===== src/rtl/core/tmprof_pkg.sv =====
`default_nettype none

package tmprof_pkg;

  localparam int DEF_TICKS_PER_SECOND = 1000;
  localparam int DEF_TICK_WIDTH = 24;

  localparam int CFG_W = 24;
  localparam int CFG_INDEX_W = 1;
  localparam logic [CFG_INDEX_W-1:0] REG_ACCEL = 1'd0;
  localparam logic [CFG_INDEX_W-1:0] REG_VELOCITY = 1'd1;
  localparam logic [CFG_W-1:0] ACCEL_RESET = 24'd65536;
  localparam logic [CFG_W-1:0] VELOCITY_RESET = 24'd32768;

  localparam int POS_W = 31;
  localparam int SEG_W = 2;
  localparam int QW = 32;
  localparam logic [POS_W-1:0] ONE_Q30 = 31'h4000_0000;

  localparam logic [SEG_W-1:0] SEG_ACCEL = 2'd0;
  localparam logic [SEG_W-1:0] SEG_CRUISE = 2'd1;
  localparam logic [SEG_W-1:0] SEG_DECEL = 2'd2;
  localparam logic [SEG_W-1:0] SEG_DONE = 2'd3;

  typedef enum logic [2:0] {
    KIND_ZERO,
    KIND_TRI_ACC,
    KIND_TRI_DEC,
    KIND_TRAP_ACC,
    KIND_CRUISE,
    KIND_TRAP_DEC,
    KIND_DONE
  } kind_t;

  typedef struct packed {
    logic  vld;
    logic  sat;
    kind_t kind;
  } div_ctl_t;

endpackage

`default_nettype wire


===== src/rtl/core/tmprof_cfg.sv =====
`default_nettype none

module tmprof_cfg #(
  parameter int TICKS_PER_SECOND = tmprof_pkg::DEF_TICKS_PER_SECOND,
  localparam int FW = $clog2(TICKS_PER_SECOND + 1)
) (
  input  wire logic                               clk,
  input  wire logic                               rst,
  input  wire logic                               cfg_we,
  input  wire logic [tmprof_pkg::CFG_INDEX_W-1:0] cfg_index,
  input  wire logic [tmprof_pkg::CFG_W-1:0]       cfg_data,
  output logic [tmprof_pkg::CFG_W-1:0]            accel,
  output logic [tmprof_pkg::CFG_W-1:0]            velocity,
  output logic                                    ready,
  output logic                                    tri_shape,
  output logic                                    vzero,
  output logic [FW+23:0]                          vf,
  output logic [FW+23:0]                          fa,
  output logic [FW+47:0]                          fvv,
  output logic [FW+48:0]                          rhs,
  output logic [tmprof_pkg::QW-1:0]               h
);

  localparam int QW = tmprof_pkg::QW;
  localparam int START = QW + 3;
  localparam int LOAD = START - 1;
  localparam int CW = $clog2(START + 1);
  localparam int RW = FW + 49;
  localparam int DW = FW + 48;
  localparam logic [FW-1:0] F_C = FW'(TICKS_PER_SECOND);

  logic [CW-1:0]   cnt;
  logic [47:0]     vv;
  logic [39:0]     a16;
  logic [QW-2:0]   hrem;
  logic [QW-1:0]   hnlo;
  logic [QW-1:0]   hq;
  logic [QW-1:0]   htrial;
  logic            hge;

  always_ff @(posedge clk) begin
    if (rst) begin
      accel <= tmprof_pkg::ACCEL_RESET;
      velocity <= tmprof_pkg::VELOCITY_RESET;
      cnt <= CW'(START);
    end else if (cfg_we) begin
      case (cfg_index)
        tmprof_pkg::REG_ACCEL: accel <= cfg_data;
        tmprof_pkg::REG_VELOCITY: velocity <= cfg_data;
        default: ;
      endcase
      cnt <= CW'(START);
    end else if (cnt != '0) begin
      cnt <= cnt - CW'(1);
    end
  end

  // derived terms, settled while cnt runs
  always_ff @(posedge clk) begin
    vv <= 48'(velocity) * 48'(velocity);
    a16 <= {accel, 16'd0};
    vzero <= (velocity == '0);
    vf <= (FW+24)'(velocity) * (FW+24)'(F_C);
    fa <= (FW+24)'(accel) * (FW+24)'(F_C);
    tri_shape <= (vv >= 48'(a16));
    fvv <= DW'(vv) * DW'(F_C);
    rhs <= RW'(F_C) * (RW'(a16) + RW'(vv));
  end

  // ramp distance vv * 2^15 / accel, one quotient bit per cycle
  assign htrial = {hrem, hnlo[QW-1]};
  assign hge = (htrial >= QW'(accel));

  always_ff @(posedge clk) begin
    if (cnt == CW'(LOAD)) begin
      hrem <= vv[47:17];
      hnlo <= {vv[16:0], 15'd0};
    end else if (cnt < CW'(LOAD) && cnt >= CW'(2)) begin
      hrem <= hge ? (QW-1)'(htrial - QW'(accel)) : htrial[QW-2:0];
      hnlo <= {hnlo[QW-2:0], 1'b0};
      hq <= {hq[QW-2:0], hge};
    end
  end

  assign h = hq;
  assign ready = (cnt == '0);

endmodule

`default_nettype wire


===== config.mk =====
export PLATFORM = sky130hd
export DESIGN_NAME = tmprof_cfg
export DESIGN_NICKNAME = d
export VERILOG_FILES = /design/src/rtl/core/tmprof_pkg.sv /design/src/rtl/core/tmprof_cfg.sv
export SDC_FILE = /design/constraint.sdc
export NUM_CORES = 2
export LEC_CHECK = 0
export ABC_AREA = 1
export BUFFER_PORTS_ARGS = -buffer_cell sky130_fd_sc_hd__buf_2
export CAP_MARGIN = 20
export CORE_MARGIN = 2
export CORE_UTILIZATION = 65
export CTS_BUF_LIST = sky130_fd_sc_hd__clkbuf_8
export CTS_CLUSTER_DIAMETER = 50
export DETAILED_ROUTE_END_ITERATION = 8
export GPL_TIMING_DRIVEN = 0
export PLACE_DENSITY = 0.84
export SLEW_MARGIN = 25
export SYNTH_ARGS = -nofsm -noshare
export SYNTH_HDL_FRONTEND = slang
export SYNTH_SLANG_ARGS = --single-unit

===== constraint.sdc =====
create_clock -name clk -period 9.7 [get_ports clk]
set_input_delay 0.97 -clock clk [delete_from_list [all_inputs] [get_ports clk]]
set_output_delay 0.97 -clock clk [all_outputs]
set_load 0.005 [all_outputs]

==> impl_metrics.py <==
metrics = {
    "run_status": {
        "status": "complete, no violations",
    },
    "worst_hold_path": {
        "holdCritPathClass": "register to register",
        "hold_end": "h[18]$_DFFE_PP_",
        "holdCritStartpoint": "h[17]$_DFFE_PP_",
        "hold_depth": 0,
    },
    "floorplanning": {
        "core_area_um2": 84900,
        "die_h_um": 296,
        "die-area_um2": 87800,
        "initial_core_util": 0.654,
        "core.rowCount": 107,
        "die_x_um": 296,
        "ios": 296,
    },
    "timing": {
        "fmax_ghz": 0.127,
        "hold_slack_ps": 448,
        "setup_viol": 0,
        "worst_slack_ps": 1810,
        "setup_tns_ps": 0,
        "clock_skew_ps": 50.3,
        "hold_violations": 0,
        "fin_crit_sh": 0.814,
        "rsz0062_at_grt": "false",
        "finalCriticalPeriod_ps": 7890,
        "slew_violations": 0,
        "slew_headroom": 0.246,
        "worst-slew-pin-transition_ps": 1130,
    },
    "critical_path": {
        "critPathLaunchType": "register",
        "r2r-start": "velocity[17]$_SDFFE_PP0P_",
        "crit_type": "register to register",
        "critPathMostFrequentCell": "fa_1",
        "crit_arrival_ps": 8530,
        "r2r_setup_slack_ps": 1810,
        "cp_slowest_stage_delay_ps": 940,
        "critPathSlowestCell": "dfxtp_1",
        "reg2reg_depth": 23,
        "path_buf_inv": 7,
        "crit_chain": "clkbuf_1, nand2_1, fa_1, inv_1, fa_1, fa_1, inv_1, fa_1, inv_1, fa_1, fa_1, inv_1, fa_1, inv_1, ha_1, nand2_1, nor2_1, inv_1, nor2_1, a21boi_0, o21ai_0, nand2_1, xor2_1",
        "cp-end-kind": "register",
        "path_max_fanout": 12,
        "critPathRequiredTime_ps": 10340,
        "crit_family": "adder cells",
        "worstReg2RegEnd": "vv[40]$_DFF_P_",
    },
    "clock_tree": {
        "cts_hold_buf": 0,
        "path_clk_slew_ps": 60,
        "clk_path_buf_depth": 3,
        "cts_root_buf": "clkbuf_8",
        "clock_latency_ps": 760,
        "cts.sinks": 360,
        "htreeDepth": 3,
        "ctsResizeCount": 0,
        "cts_setup_buffers": 0,
        "cts_buffers": 72,
        "cts_tree": "yes",
    },
    "synthesis": {
        "yosys_warnings": 0,
        "synthAdderAreaFrac": 0.462,
        "ys_seq_area_frac": 0.144,
        "synthMuxAreaShare": 0,
        "yosysUniqueCellTypes": 53,
        "synth_area_um2": 55500,
        "synthSimpleGateAreaFrac": 0.160,
        "ys_ff_latch": 360,
        "synth-main-ff-cell": "dfxtp_1",
        "synth_top_family_by_area": "adder cells",
        "synth-xor-area-share": 0.0316,
        "synth-edff-count": 80,
        "synth_compound_area_frac": 0.0766,
        "avgSynthCellArea_um2": 8.12,
        "synthArstFlopShare": 0,
        "netlist_instances": 6841,
    },
    "routing": {
        "avgViaCountPerCell": 5.61,
        "initialDrtViolationCount": 4197,
        "drt_pre_antenna_iters": 9,
        "ant_nets": 0,
        "via_count": 47300,
        "route.detailed.drc": 0,
        "wl_per_cell_um": 20.3,
        "wirelength_um": 171000,
    },
    "run": {
        "cap_violations": 0,
    },
    "cells_and_area": {
        "area_growth_pct": 8.24,
        "final_common_cell": "inv_1",
        "final_area_um2": 60100,
        "drive_gt1_frac": 0.0695,
        "layout.nets": 8752,
        "most-common-layout-cells": "inv_1, nand2_1, fa_1",
    },
    "placed_design": {
        "post-dp-hpwl_um": 146000,
        "numPortBuffers": 281,
        "place_area_um2": 58500,
        "routabilityCongestion": 1.09,
        "place_ws_ps": 2040,
    },
    "grt": {
        "grt_max_degree": 49,
        "grtUsageTotal": 0.400,
        "grt_pass1_wl_um": 265000,
        "antenna_found_initial": 9,
        "grt-ovfl-total": 0,
        "grt_pass1_vias": 48400,
    },
}
[final cells by class]
cell class                 count  area (µm²)
multi-input combinational   4677       40600
fill                        6913       24800
sequential                   360        8010
inverter                    1708        6410
timing repair buffer         282        1430
tap                         1144        1430
clock buffer                  89        1220
buffer                       109         552
clock inverter                45         405
antenna                        8        20.0
[metrics by stage]
| step | std cells | utilization |
|---|---|---|
| detailed placement | 8280 | 0.689 |
| global placement | 8279 | 0.688 |
| CTS | 8414 | 0.708 |
| finish | 8422 | 0.708 |
| global route | 8421 | 0.708 |
| floorplan | 6854 | - |
[worst max path at each step]
stage / to / start / slack [ps] / depth (start not counted)
floorplan: vv[43]$_DFF_P_ / velocity[14]$_SDFFE_PP0P_ / 3500 / 26
global placement: vv[47]$_DFF_P_ / velocity[14]$_SDFFE_PP0P_ / 2010 / 25
detailed placement: vv[47]$_DFF_P_ / velocity[14]$_SDFFE_PP0P_ / 2040 / 25
CTS: vv[47]$_DFF_P_ / velocity[14]$_SDFFE_PP0P_ / 1980 / 25
global route: vv[40]$_DFF_P_ / velocity[14]$_SDFFE_PP0P_ / 1610 / 25
finish: vv[40]$_DFF_P_ / velocity[17]$_SDFFE_PP0P_ / 1810 / 23
[cells by family (layout without fill, tap and decap cells)]
family / count (synthesis) / in the layout
other cells: 2 / 23
compound gates: 782 / 782
fa+ha+maj: 1514 / 1514
xor+xnor: 198 / 198
flops: 360 / 360
buf+inv: 1817 / 2233
simple gates: 2168 / 2168
[Yosys cell counts (6+ instances only)]
cell type	number	area share
nand4_1	63	0.0071
a21boi_1	6	0.00081
a21o_1	14	0.0019
a31oi_1	8	0.00090
o21a_1	16	0.0022
dfxtp_1	280	0.10
o211ai_1	27	0.0036
ha_1	620	0.14
inv_1	1703	0.12
xnor2_1	62	0.0098
a21oi_1	376	0.034
nor3_1	56	0.0050
nand3_1	215	0.019
clkbuf_1	68	0.0046
nor2_2	9	0.0010
xor2_1	133	0.021
a21boi_0	20	0.0027
nand2_1	1290	0.087
nor2_1	462	0.031
nand2_2	24	0.0027
nand3b_1	15	0.0020
o21ai_0	268	0.024
edfxtp_1	80	0.043
o21bai_1	30	0.0041
fa_1	894	0.32
buf_4	36	0.0049
nor4_1	8	0.00090
[layer usage]
layer / wire length (µm) / share of wire / global-route usage / vias up
met3: 16600 / 0.097 / 0.0820 / 550
met5: 11 / 0.000064 / 0 / -
met2: 78000 / 0.46 / 0.640 / 2384
met4: 10800 / 0.063 / 0.231 / 2
met1: 65800 / 0.38 / 0.506 / 22800
li1: - / - / - / 21500
[registers in the layout, summed over array words and instances, names as in the netlist]
register / count
h: 32
hrem: 31
cnt: 6
vf: 30
vzero: 1
rhs: 55
vv: 47
fa: 29
a16: 24
hnlo: 17
tri_shape: 1
accel: 24
velocity: 24
fvv: 39
Power is not shown: default switching activity piles up to over one toggle a cycle in this logic, so the estimate is an artifact.
